## config.mk

```make
export PLATFORM = sky130hd
export DESIGN_NAME = text_command_line_parser_core
export DESIGN_NICKNAME = d
export VERILOG_FILES = /design/src/hw/rtl/tclp_pkg.sv /design/src/hw/rtl/tclp_feed.sv /design/src/hw/rtl/tclp_judge.sv /design/src/hw/rtl/text_command_line_parser_core.sv
export SDC_FILE = /design/constraint.sdc
export NUM_CORES = 1
export LEC_CHECK = 0
export ABC_CLOCK_PERIOD_IN_PS = 7700
export BUFFER_PORTS_ARGS = -buffer_cell sky130_fd_sc_hd__buf_2
export CORE_AREA = 2 2 172 174
export CTS_CLUSTER_SIZE = 14
export DETAILED_ROUTE_END_ITERATION = 7
export DIE_AREA = 0 0 174 176
export SYNTH_ARGS = -nofsm -noshare
export SYNTH_HDL_FRONTEND = slang
export SYNTH_HIERARCHICAL = 1
export SYNTH_SLANG_ARGS = --single-unit
```

## constraint.sdc

```tcl
create_clock -name clk -period 7.7 [get_ports clk]
set_input_delay 0.77 -clock clk [delete_from_list [all_inputs] [get_ports clk]]
set_output_delay 0.77 -clock clk [all_outputs]
set_load 0.02 [all_outputs]
```

## src/hw/rtl/tclp_pkg.sv

```systemverilog
// Shared types, constants and helper functions for the command line parser.
// Depends on nothing; every other file uses it, the RTL files by scoped names.
package tclp_pkg;

    localparam int LINE_MAX  = 256;
    localparam int TOKEN_MAX = 31;

    localparam int COUNT_W = $clog2(LINE_MAX + 1);
    localparam int TLEN_W  = 6;
    localparam int HZ_W    = 32;

    // Parser phases.
    localparam logic [2:0] PH_START  = 3'd0;
    localparam logic [2:0] PH_WORD   = 3'd1;
    localparam logic [2:0] PH_VGAP   = 3'd2;
    localparam logic [2:0] PH_SCREEN = 3'd3;
    localparam logic [2:0] PH_VTAIL  = 3'd4;
    localparam logic [2:0] PH_TGAP   = 3'd5;
    localparam logic [2:0] PH_NUM    = 3'd6;
    localparam logic [2:0] PH_NTAIL  = 3'd7;

    // Status codes.
    localparam logic [3:0] ST_OK         = 4'd0;
    localparam logic [3:0] ST_EMPTY      = 4'd1;
    localparam logic [3:0] ST_TOO_LONG   = 4'd2;
    localparam logic [3:0] ST_MALFORMED  = 4'd3;
    localparam logic [3:0] ST_NO_SCREEN  = 4'd4;
    localparam logic [3:0] ST_TRAILING   = 4'd5;
    localparam logic [3:0] ST_BAD_SCREEN = 4'd6;
    localparam logic [3:0] ST_BAD_CMD    = 4'd7;
    localparam logic [3:0] ST_NO_FREQ    = 4'd8;
    localparam logic [3:0] ST_NOT_INT    = 4'd9;
    localparam logic [3:0] ST_RANGE      = 4'd10;

    typedef struct packed {
        logic [7:0] data_byte;
        logic       line_end;
    } in_item_t;

    typedef struct packed {
        logic [3:0]      status;
        logic            command_kind;
        logic            screen_choice;
        logic [HZ_W-1:0] tune_hz;
    } out_item_t;

    typedef struct packed {
        logic [2:0]        parse_phase;
        logic [1:0]        token_match;
        logic [TLEN_W-1:0] token_length;
        logic              text_ended;
        logic              hz_overflow;
        logic [3:0]        latched_error;
        logic [HZ_W-1:0]   hz_accumulator;
    } parse_regs_t;

    function automatic logic is_ws(input logic [7:0] c);
        return (c == 8'h20) || (c >= 8'h09 && c <= 8'h0D);
    endfunction

    function automatic logic is_digit(input logic [7:0] c);
        return (c >= 8'h30) && (c <= 8'h39);
    endfunction

    // Character of a keyword at a position; zero past the keyword's end, which
    // never equals a token byte since a zero byte ends the text.
    function automatic logic [7:0] name_char(input logic screen, input logic k,
                                             input logic [TLEN_W-1:0] pos);
        logic [7:0] ch;
        ch = 8'h00;
        case ({screen, k})
            2'b00: case (pos)
                6'd0: ch = "v";
                6'd1: ch = "i";
                6'd2: ch = "e";
                6'd3: ch = "w";
                default: ch = 8'h00;
            endcase
            2'b01: case (pos)
                6'd0: ch = "t";
                6'd1: ch = "u";
                6'd2: ch = "n";
                6'd3: ch = "e";
                default: ch = 8'h00;
            endcase
            2'b10: case (pos)
                6'd0: ch = "s";
                6'd1: ch = "c";
                6'd2: ch = "o";
                6'd3: ch = "p";
                6'd4: ch = "e";
                default: ch = 8'h00;
            endcase
            default: case (pos)
                6'd0: ch = "s";
                6'd1: ch = "u";
                6'd2: ch = "r";
                6'd3: ch = "v";
                6'd4: ch = "e";
                6'd5: ch = "y";
                default: ch = 8'h00;
            endcase
        endcase
        return ch;
    endfunction

    // Returns {found, index} of the first keyword matched in full.
    function automatic logic [1:0] full_match(input logic screen, input logic [1:0] match,
                                              input logic [TLEN_W-1:0] len);
        logic [TLEN_W-1:0] len0;
        logic [TLEN_W-1:0] len1;
        logic [1:0]        res;
        len0 = screen ? TLEN_W'(5) : TLEN_W'(4);
        len1 = screen ? TLEN_W'(6) : TLEN_W'(4);
        if (match[0] && len == len0) begin
            res = 2'b10;
        end else if (match[1] && len == len1) begin
            res = 2'b11;
        end else begin
            res = 2'b00;
        end
        return res;
    endfunction

endpackage

```

## src/hw/rtl/tclp_feed.sv

```systemverilog
// Next-state logic of the token parser for one byte of the line.
// Depends on tclp_pkg (parse_regs_t, phases, keyword helpers).
module tclp_feed (
    input  tclp_pkg::parse_regs_t cur,
    input  logic [7:0]            c,
    output tclp_pkg::parse_regs_t nxt
);

    logic                           ws;
    logic                           digit;
    logic                           opening;
    logic                           screen_set;
    logic [tclp_pkg::TLEN_W-1:0]    pos;
    logic [1:0]                     start_match;
    logic [1:0]                     grow_match;
    logic [tclp_pkg::TLEN_W-1:0]    grow_len;
    logic [tclp_pkg::HZ_W+3:0]      prod;
    logic [1:0]                     word_hit;

    always_comb
    begin
        ws          = tclp_pkg::is_ws(c);
        digit       = tclp_pkg::is_digit(c);
        opening     = (cur.parse_phase == tclp_pkg::PH_START) ||
                      (cur.parse_phase == tclp_pkg::PH_VGAP);
        screen_set  = (cur.parse_phase == tclp_pkg::PH_VGAP) ||
                      (cur.parse_phase == tclp_pkg::PH_SCREEN);
        pos         = opening ? '0 : cur.token_length;
        start_match = opening ? 2'b11 : cur.token_match;
        grow_match[0] = start_match[0] && (tclp_pkg::name_char(screen_set, 1'b0, pos) == c);
        grow_match[1] = start_match[1] && (tclp_pkg::name_char(screen_set, 1'b1, pos) == c);
        grow_len    = (&pos) ? pos : pos + 1'b1;
        // Times ten as shift-and-add, plus the new digit.
        prod = ({4'b0, cur.hz_accumulator} << 3) + ({4'b0, cur.hz_accumulator} << 1) +
               {{(tclp_pkg::HZ_W){1'b0}}, c[3:0]};
        word_hit = tclp_pkg::full_match(1'b0, cur.token_match, cur.token_length);

        nxt = cur;
        if (!cur.text_ended && cur.latched_error == tclp_pkg::ST_OK) begin
            if (c == 8'h00) begin
                nxt.text_ended = 1'b1;
            end else begin
                case (cur.parse_phase)
                    tclp_pkg::PH_START, tclp_pkg::PH_VGAP:
                    begin
                        if (!ws) begin
                            nxt.parse_phase  = screen_set ? tclp_pkg::PH_SCREEN
                                                          : tclp_pkg::PH_WORD;
                            nxt.token_match  = grow_match;
                            nxt.token_length = grow_len;
                        end
                    end
                    tclp_pkg::PH_WORD:
                    begin
                        if (ws) begin
                            if (word_hit == 2'b10) begin
                                nxt.parse_phase = tclp_pkg::PH_VGAP;
                            end else if (word_hit == 2'b11) begin
                                nxt.parse_phase = tclp_pkg::PH_TGAP;
                                // Only space and tab may separate tune from its number.
                                if (c != 8'h20 && c != 8'h09) begin
                                    nxt.latched_error = tclp_pkg::ST_NOT_INT;
                                end
                            end else begin
                                nxt.latched_error = tclp_pkg::ST_BAD_CMD;
                            end
                        end else begin
                            nxt.token_match  = grow_match;
                            nxt.token_length = grow_len;
                        end
                    end
                    tclp_pkg::PH_SCREEN:
                    begin
                        if (ws) begin
                            nxt.parse_phase = tclp_pkg::PH_VTAIL;
                        end else if (cur.token_length >= tclp_pkg::TLEN_W'(tclp_pkg::TOKEN_MAX))
                        begin
                            nxt.latched_error = tclp_pkg::ST_TRAILING;
                        end else begin
                            nxt.token_match  = grow_match;
                            nxt.token_length = grow_len;
                        end
                    end
                    tclp_pkg::PH_TGAP:
                    begin
                        if (digit) begin
                            nxt.parse_phase    = tclp_pkg::PH_NUM;
                            nxt.hz_accumulator = {{(tclp_pkg::HZ_W-4){1'b0}}, c[3:0]};
                            nxt.hz_overflow    = 1'b0;
                        end else if (c != 8'h20 && c != 8'h09) begin
                            nxt.latched_error = tclp_pkg::ST_NOT_INT;
                        end
                    end
                    tclp_pkg::PH_NUM:
                    begin
                        if (digit) begin
                            if (prod[tclp_pkg::HZ_W+3:tclp_pkg::HZ_W] != 4'd0) begin
                                nxt.hz_accumulator = '1;
                                nxt.hz_overflow    = 1'b1;
                            end else begin
                                nxt.hz_accumulator = prod[tclp_pkg::HZ_W-1:0];
                            end
                        end else if (ws) begin
                            nxt.parse_phase = tclp_pkg::PH_NTAIL;
                        end else begin
                            nxt.latched_error = tclp_pkg::ST_TRAILING;
                        end
                    end
                    default:
                    begin
                        if (!ws) begin
                            nxt.latched_error = tclp_pkg::ST_TRAILING;
                        end
                    end
                endcase
            end
        end
    end

endmodule

```

## src/hw/rtl/tclp_judge.sv

```systemverilog
// Verdict logic: turns the judged parser state and kept length into a result.
// Depends on tclp_pkg (parse_regs_t, out_item_t, status codes).
module tclp_judge (
    input  tclp_pkg::parse_regs_t        s,
    input  logic [tclp_pkg::COUNT_W-1:0] kept_length,
    output tclp_pkg::out_item_t          verdict
);

    logic [1:0] word_hit;
    logic [1:0] screen_hit;

    always_comb
    begin
        word_hit   = tclp_pkg::full_match(1'b0, s.token_match, s.token_length);
        screen_hit = tclp_pkg::full_match(1'b1, s.token_match, s.token_length);
        verdict    = '0;
        if (kept_length == '0) begin
            verdict.status = tclp_pkg::ST_EMPTY;
        end else if (kept_length >= tclp_pkg::COUNT_W'(tclp_pkg::LINE_MAX)) begin
            verdict.status = tclp_pkg::ST_TOO_LONG;
        end else if (s.latched_error != tclp_pkg::ST_OK) begin
            verdict.status = s.latched_error;
        end else begin
            case (s.parse_phase)
                tclp_pkg::PH_START:
                    verdict.status = tclp_pkg::ST_MALFORMED;
                tclp_pkg::PH_WORD:
                begin
                    if (word_hit == 2'b10) begin
                        verdict.status = tclp_pkg::ST_NO_SCREEN;
                    end else if (word_hit == 2'b11) begin
                        verdict.status = tclp_pkg::ST_NO_FREQ;
                    end else begin
                        verdict.status = tclp_pkg::ST_BAD_CMD;
                    end
                end
                tclp_pkg::PH_VGAP:
                    verdict.status = tclp_pkg::ST_NO_SCREEN;
                tclp_pkg::PH_SCREEN, tclp_pkg::PH_VTAIL:
                begin
                    if (!screen_hit[1]) begin
                        verdict.status = tclp_pkg::ST_BAD_SCREEN;
                    end else begin
                        verdict.screen_choice = screen_hit[0];
                    end
                end
                tclp_pkg::PH_TGAP:
                    verdict.status = tclp_pkg::ST_NO_FREQ;
                default:
                begin
                    if (s.hz_overflow) begin
                        verdict.status = tclp_pkg::ST_RANGE;
                    end else begin
                        verdict.command_kind = 1'b1;
                        verdict.tune_hz      = s.hz_accumulator;
                    end
                end
            endcase
        end
    end

endmodule

```

## src/hw/rtl/text_command_line_parser_core.sv

```systemverilog
// Top level of the command line parser: line state registers and result register.
// Depends on tclp_pkg, tclp_feed and tclp_judge.
//
//   channel | direction | payload              | request
//   in      | input     | in_item_t (byte)     | one byte of the line
//   out     | output    | out_item_t (verdict) | one verdict per line
//
// One byte is taken every cycle while in_ready is high; the byte's state update and, for the last byte
// of a line, the verdict are formed in the same cycle from the line registers.
// The verdict appears in the result register in the cycle after the last byte is taken.
// in_ready drops only while a finished verdict waits and out_ready is low.
// rst_n clears all line state and the result valid flag at once.
module text_command_line_parser_core (
    input  logic                clk,
    input  logic                rst_n,
    input  logic                in_valid,
    output logic                in_ready,
    input  tclp_pkg::in_item_t  in_data,
    output logic                out_valid,
    input  logic                out_ready,
    output tclp_pkg::out_item_t out_data
);

    logic [tclp_pkg::COUNT_W-1:0] byte_count_reg;
    logic [tclp_pkg::COUNT_W-1:0] byte_count_next;
    logic [tclp_pkg::COUNT_W-1:0] kept_length_reg;
    logic [tclp_pkg::COUNT_W-1:0] kept_length_next;
    logic                         pending_reg;
    logic                         pending_next;
    tclp_pkg::parse_regs_t        live_reg;
    tclp_pkg::parse_regs_t        live_next;
    tclp_pkg::parse_regs_t        held_reg;
    tclp_pkg::parse_regs_t        held_next;
    tclp_pkg::parse_regs_t        fed;
    tclp_pkg::parse_regs_t        judged;
    tclp_pkg::out_item_t          verdict;
    logic                         out_valid_reg;
    tclp_pkg::out_item_t          out_data_reg;
    logic                         accept;

    assign in_ready  = !out_valid_reg || out_ready;
    assign accept    = in_valid && in_ready;
    assign out_valid = out_valid_reg;
    assign out_data  = out_data_reg;

    tclp_feed u_feed (
        .cur (live_reg),
        .c   (in_data.data_byte),
        .nxt (fed)
    );

    tclp_judge u_judge (
        .s           (judged),
        .kept_length (kept_length_next),
        .verdict     (verdict)
    );

    always_comb
    begin
        byte_count_next = byte_count_reg;
        if (byte_count_reg < tclp_pkg::COUNT_W'(tclp_pkg::LINE_MAX)) begin
            byte_count_next = byte_count_reg + 1'b1;
        end
        kept_length_next = kept_length_reg;
        pending_next     = pending_reg;
        held_next        = held_reg;
        // A run of bytes at or below space may be trailing blanks, so the state
        // from before the run is kept for judging.
        if (in_data.data_byte > 8'h20) begin
            kept_length_next = byte_count_next;
            pending_next     = 1'b0;
        end else if (!pending_reg) begin
            held_next    = live_reg;
            pending_next = 1'b1;
        end
        live_next = fed;
        judged    = pending_next ? held_next : live_next;
    end

    always_ff @(posedge clk or negedge rst_n)
    begin
        if (!rst_n) begin
            byte_count_reg  <= '0;
            kept_length_reg <= '0;
            pending_reg     <= 1'b0;
            live_reg        <= '0;
            held_reg        <= '0;
        end else if (accept) begin
            if (in_data.line_end) begin
                byte_count_reg  <= '0;
                kept_length_reg <= '0;
                pending_reg     <= 1'b0;
                live_reg        <= '0;
                held_reg        <= '0;
            end else begin
                byte_count_reg  <= byte_count_next;
                kept_length_reg <= kept_length_next;
                pending_reg     <= pending_next;
                live_reg        <= live_next;
                held_reg        <= held_next;
            end
        end
    end

    always_ff @(posedge clk or negedge rst_n)
    begin
        if (!rst_n) begin
            out_valid_reg <= 1'b0;
        end else if (accept && in_data.line_end) begin
            out_valid_reg <= 1'b1;
        end else if (out_ready) begin
            out_valid_reg <= 1'b0;
        end
    end

    always_ff @(posedge clk)
    begin
        if (accept && in_data.line_end) begin
            out_data_reg <= verdict;
        end
    end

    a_fields_clear_on_error: assert property (@(posedge clk) disable iff (!rst_n)
        out_valid_reg && out_data_reg.status != tclp_pkg::ST_OK |->
            !out_data_reg.command_kind && !out_data_reg.screen_choice &&
            out_data_reg.tune_hz == '0)
        else $error("verdict with error status carries command fields");

    a_verdict_follows_last: assert property (@(posedge clk) disable iff (!rst_n)
        accept && in_data.line_end |=> out_valid_reg)
        else $error("no verdict after the last byte of a line");

    a_state_cleared: assert property (@(posedge clk) disable iff (!rst_n)
        accept && in_data.line_end |=>
            byte_count_reg == '0 && kept_length_reg == '0 && !pending_reg)
        else $error("line state not cleared after a verdict");

    a_kept_within_count: assert property (@(posedge clk) disable iff (!rst_n)
        kept_length_reg <= byte_count_reg)
        else $error("kept length exceeds byte count");

    a_overflow_saturates: assert property (@(posedge clk) disable iff (!rst_n)
        live_reg.hz_overflow |-> live_reg.hz_accumulator == '1)
        else $error("frequency overflow without saturated accumulator");

endmodule

```

==> results of run 1 <==
==> worst max-delay path by stage <==
stage	endpoint	slack [ns]
global placement	out_data[21]$_DFFE_PP_	2.19
global route	out_data[18]$_DFFE_PP_	2.16
finish	out_data[18]$_DFFE_PP_	2.43
detailed placement	out_data[13]$_DFFE_PP_	1.98
CTS	out_data[18]$_DFFE_PP_	2.43
floorplan	out_data[12]$_DFFE_PP_	2.64
==> stage by stage <==
step	worst slack, ns	power, mW	cells	area [um2]
after CTS	2.425	1.940	1653	12270
final	2.431	1.918	1653	12270
after detailed placement	1.983	1.107	1621	11720
after global routing	2.158	1.995	1653	12270
after global placement	2.194	1.105	1621	11720
after floorplan	2.643	1.038	1270	11280
==> power breakdown <==
group | switching [mW] | internal (mW) | total (mW)
Combinational | 0.141 | 0.0667 | 0.208
Clock | 0.380 | 0.449 | 0.829
Sequential | 0.0248 | 0.857 | 0.882
Total | 0.545 | 1.37 | 1.92
==> area by class of cell <==
class	count	area, um2
Inverter	20	75.07
Fill cell	2852	16270
Multi-Input combinational cell	997	6734
Sequential cell	155	4070
Clock inverter	12	116.4
Clock buffer	20	436.7
Tap cell	384	480.5
Timing Repair Buffer	65	360.3
==> layer usage <==
layer  part of all wire  vias up
li1                   -     4662
met4             0.0090        0
met3              0.039       19
met5                  0        -
met1               0.46     4703
met2               0.49      197
==> flow_metrics.py, run 1 <==
metrics = {
    "critical_path": {
        "worstReg2RegStart": "live_reg[2]$_DFFE_PN0N_",
        "cp.depth": 19,
        "critPathKind": "in2reg",
        "r2r_end": "out_data[18]$_DFFE_PP_",
        "r2r_cells": 18,
        "end_kind": "register",
        "critPathArrivalTime_ns": 5.57,
        "cp_num_buf_inv": 4,
        "cpPeakStageDelay_ns": 0.63,
        "critPathTopFamily": "compound AO/OA/AOI/OAI gates",
        "crit_path_start_kind": "primary input",
        "required_ns": 8.00,
        "regToRegSetupSlack_ns": 2.59,
        "crit_fanout": 33,
        "cp-startpoint": "in_data[4]",
        "cp_cell_sequence": "buf_2 -> inv_1 -> fa_1 -> inv_1 -> fa_1 -> a211oi_1 -> o211ai_1 -> nand3_1 -> o22ai_1 -> o21ai_0 -> a21oi_1 -> a2111oi_4 -> nor2_4 -> a21o_2 -> nand2_1 -> o21ai_0 -> nor4_4 -> buf_4 -> and2_2",
        "cp_slowest_cell": "a2111oi_4",
    },
    "pwr": {
        "leakagePower_nw": 5.630,
        "power.density_nw_per_um2": 156.3,
        "ir_worst_vdd_mv": 0.1130,
    },
    "sta": {
        "fmax_mhz": 189.8,
        "skew_ns": 0.01559,
        "finalHoldViolations": 0,
        "setup_viol": 0,
        "post-route-period-util": 0.6843,
        "slew_headroom": 0.1782,
        "fin_tns_setup_ns": 0,
        "period_needed_ns": 5.269,
        "slew_violations": 0,
        "grt_setup_unrepaired": "false",
        "worst_slew_pin_slew_ns": 1.231,
        "fin_hold_ws_ns": 0.3745,
    },
    "global_routing": {
        "grt_pass1_wl_um": 48180,
        "antenna_found_initial": 0,
        "grt_pass1_vias": 9096,
        "grt_max_degree": 84,
        "grt-ovfl-total": 0,
        "grtUsageTotal": 0.1921,
        "use_met2": 0.3347,
        "use_met1": 0.2548,
        "busiest_layer": "met2",
        "use_met3": 0.02842,
    },
    "die": {
        "io_pins": 53,
        "initial_utilization": 0.3951,
        "rows": 62,
        "die_w_um": 174,
        "die-area_um2": 30620,
        "die_h_um": 176,
        "core-area_um2": 28550,
    },
    "route": {
        "initialDrtViolationCount": 681,
        "drc": 0,
        "first_pass_iters": 5,
        "routed_wl_um": 29300,
        "routed-via-count": 9581,
        "wl_per_cell_um": 17.72,
        "ant_nets": 0,
        "viasPerCell": 5.796,
    },
    "clocking": {
        "htree_levels": 4,
        "cts_resized": 0,
        "insertion_delay_ns": 0.44,
        "clkSlewWorstSetupHoldPaths_ns": 0.07,
        "cts_hold_buf": 0,
        "post_cts_buffers": 0,
        "numCtsBuffers": 17,
        "root_buffer": "clkbuf_16",
        "cts_tree": "yes",
        "clock_sinks": 155,
        "ctsLongestPathBuffers": 2,
    },
    "final_layout": {
        "postLayoutCoreUtil": 0.4299,
        "num-nets-final": 1335,
        "drive_gt1_frac": 0.1127,
        "antenna_cells": 0,
        "mostFrequentLayoutCell": "nand2_1",
        "final_cell_mix": "221 x nand2_1, 116 x dfrtp_1, 95 x o21ai_0",
        "syn_to_final_growth_pct": 8.807,
        "largest_reg_flops": 49,
    },
    "yosys": {
        "yosys_warnings": 6,
        "syn_area_um2": 11280,
        "synth_area_per_cell_um2": 8.882,
        "syn-instance-count": 1270,
        "syn_nets": 1349,
    },
    "placed_design": {
        "io_buffers": 52,
        "place_congestion": 0.8643,
        "dp_hpwl_um": 18670,
    },
    "outcome": {
        "status": "complete, no violations",
    },
    "min_path": {
        "hold_class": "in2async",
    },
    "run": {
        "drv_cap": 0,
    },
}
(Power assumes the default switching activity.)
==> run 2: changes to the inputs <==
--- a/config.mk
+++ b/config.mk
@@ -5,7 +5,7 @@
 export SDC_FILE = /design/constraint.sdc
 export NUM_CORES = 1
 export LEC_CHECK = 0
-export ABC_CLOCK_PERIOD_IN_PS = 7700
+export ABC_CLOCK_PERIOD_IN_PS = 4900
 export BUFFER_PORTS_ARGS = -buffer_cell sky130_fd_sc_hd__buf_2
 export CORE_AREA = 2 2 172 174
 export CTS_CLUSTER_SIZE = 14
==> constraint.sdc (replaced) <==
create_clock -name clk -period 4.9 [get_ports clk]
set_input_delay 0.49 -clock clk [delete_from_list [all_inputs] [get_ports clk]]
set_output_delay 0.49 -clock clk [all_outputs]
set_load 0.02 [all_outputs]
==> run 2 against run 1 <==
  * Core utilization rose by 0.56 points
  * Final cell count rose by 0.60%
  * Worst hold slack got worse by 0.33 ns
  * Wire length rose by 1.9%
  * Global-route usage rose by 0.57 points
  * Clock power rose by 66%
  * Register-to-register slack got worse by 2.1 ns
  * First-iteration DRC count rose by 8.8%
  * Critical path depth fell by 1
  * Clock skew fell by 0.0023 ns
  * Die area did not move
  * Setup slack got worse by 1.9 ns
  * Critical path type is now reg2reg
==> flow_metrics.py, run 2 (synthesis gave the netlist of run 1 again) <==
metrics = {
    "global_routing": {
        "grtUsageTotal": 0.1978,
        "grt_pass1_wl_um": 49540,
        "antenna_found_initial": 0,
        "grt_max_degree": 82,
        "grt-ovfl-total": 0,
        "grt_pass1_vias": 9598,
    },
    "placed_design": {
        "io_buffers": 52,
        "dp_hpwl_um": 19250,
        "place_congestion": 0.8422,
        "placed_area_um2": 11830,
    },
    "sta": {
        "slew_violations": 0,
        "worst_slew_pin_slew_ns": 1.245,
        "fmax_mhz": 227.9,
        "finalHoldViolations": 0,
        "setup_viol": 0,
        "post-route-period-util": 0.8955,
        "slew_headroom": 0.1694,
        "grt_setup_unrepaired": "false",
        "period_needed_ns": 4.388,
        "fin_tns_setup_ns": 0,
        "skew_ns": 0.01325,
    },
    "die": {
        "core-area_um2": 28550,
        "die_w_um": 174,
        "initial_utilization": 0.3951,
        "die-area_um2": 30620,
        "rows": 62,
        "die_h_um": 176,
        "io_pins": 53,
    },
    "route": {
        "dr_wl_met2_um": 14860,
        "top_layer_used": "met4",
        "drc": 0,
        "routed-via-count": 9645,
        "first_pass_iters": 5,
        "viasPerCell": 5.800,
        "routed_wl_um": 29870,
        "dr_wl_met3_um": 792,
        "initialDrtViolationCount": 741,
        "wl_per_cell_um": 17.96,
        "met1Wirelength_um": 13820,
        "ant_nets": 0,
    },
    "clocking": {
        "clkSlewWorstSetupHoldPaths_ns": 0.08,
        "cts_resized": 0,
        "root_buffer": "clkbuf_16",
        "ctsLongestPathBuffers": 2,
        "numCtsBuffers": 17,
        "cts_tree": "yes",
        "htree_levels": 4,
        "insertion_delay_ns": 0.44,
        "cts_hold_buf": 0,
        "post_cts_buffers": 0,
        "clock_sinks": 155,
    },
    "final_layout": {
        "seqCellArea_um2": 4070,
        "largest_reg_flops": 49,
        "multi_input_area_um2": 6734,
        "syn_to_final_growth_pct": 10.22,
        "mostFrequentLayoutCell": "nand2_1",
        "num-nets-final": 1345,
        "n_fill_cell": 2862,
        "drive_gt1_frac": 0.1220,
        "final_cell_mix": "221 x nand2_1, 116 x dfrtp_1, 95 x o21ai_0",
        "antenna_cells": 0,
        "final_area_um2": 12430,
    },
    "pwr": {
        "switching_power_mw": 0.9134,
        "leakagePower_nw": 5.731,
        "power_frac_comb": 0.106,
        "p_sw_frac": 0.2947,
        "power.density_nw_per_um2": 249.3,
        "power_frac_seq": 0.449,
        "clockPowerShare": 0.445,
        "ir_worst_vdd_mv": 0.2124,
        "intPower_mw": 2.186,
    },
    "critical_path": {
        "crit_path_start_kind": "register",
        "critPathKind": "reg2reg",
        "critPathArrivalTime_ns": 4.69,
        "crit_fanout": 33,
        "required_ns": 5.21,
        "end_kind": "register",
    },
    "outcome": {
        "status": "complete, no violations",
    },
    "run": {
        "drv_cap": 0,
    },
    "min_path": {
        "hold_class": "in2async",
    },
}
## run 2: changes by cell type in the layout (fill, tap and decap cells not counted)
cell and change:
buf_4 +7, clkinvlp_4 -4, buf_12 +3, clkbuf_1 -3
inv_6 +3, inv_8 +3, clkinv_8 +2, clkinv_2 -1
## run 2: worst paths after layout
path	start	to	slack, ns	cells past startpoint
setup / recovery	live_reg[0]$_DFFE_PN0N_	out_data[26]$_DFFE_PP_	0.51	18
hold / removal	rst_n	live_reg[26]$_DFFE_PN0N_	0.05	1
setup reg to reg	live_reg[0]$_DFFE_PN0N_	out_data[26]$_DFFE_PP_	0.51	18
hold reg to reg	kept_length_reg[7]$_DFFE_PN0N_	kept_length_reg[7]$_DFFE_PN0N_	0.49	1
max in group asynchronous	rst_n	pending_reg$_DFFE_PN0N_	3.78	2
min in group clk	in_valid	out_valid$_DFFE_PN0P_	0.34	3
## run 2: critical path: stages (launching register included)
cell and delay (ns):
dfrtp_1 0.45, inv_1 0.08, fa_1 0.51, inv_1 0.07
ha_1 0.31, a211oi_1 0.19, o21ai_0 0.23, o211ai_1 0.28
a21boi_1 0.14, o21bai_1 0.19, nand2_1 0.15, a2111oi_4 0.40
nor2_4 0.08, a21o_2 0.20, nand2_1 0.05, o21ai_0 0.17
nor4_4 0.37, buf_12 0.20, and2_2 0.16
## run 2: cell type report
cell class                      count  area share
Clock buffer                       17     0.03422
Clock inverter                     15     0.01399
Inverter                           20    0.006039
Multi-Input combinational cell    997      0.5417
Sequential cell                   155      0.3274
Tap cell                          384     0.03865
Timing Repair Buffer               75     0.03804
## run 2: through the flow
stage | power (mW) | setup slack (ns) | utilization | hold slack (ns) | cells
floorplan | 1.631 | 0.1233 | - | 0.1944 | 1270
global placement | 1.742 | 0.4205 | 0.4145 | 0.4746 | 1631
detailed placement | 1.745 | 0.2924 | 0.4145 | 0.4787 | 1631
CTS | 3.133 | 0.4662 | 0.4355 | 0.05249 | 1663
global route | 3.221 | 0.1026 | 0.4355 | 0.07083 | 1663
finish | 3.100 | 0.5120 | 0.4355 | 0.04558 | 1663
## run 2: layer usage
metal / GRT usage / vias to the layer above
li1: - / 4680
met1: 0.2563 / 4761
met2: 0.3479 / 175
met3: 0.02907 / 29
met4: 0.04902 / 0
met5: 0 / -
## run 2: power by group through the flow
stage / registers [mW] / logic [mW] / clock network, mW
final: 1.39 / 0.328 / 1.38
after global routing: 1.40 / 0.360 / 1.46
after CTS: 1.39 / 0.329 / 1.41
after detailed placement: 1.42 / 0.328 / 0
after global placement: 1.42 / 0.325 / 0
after floorplan: 1.40 / 0.234 / 0
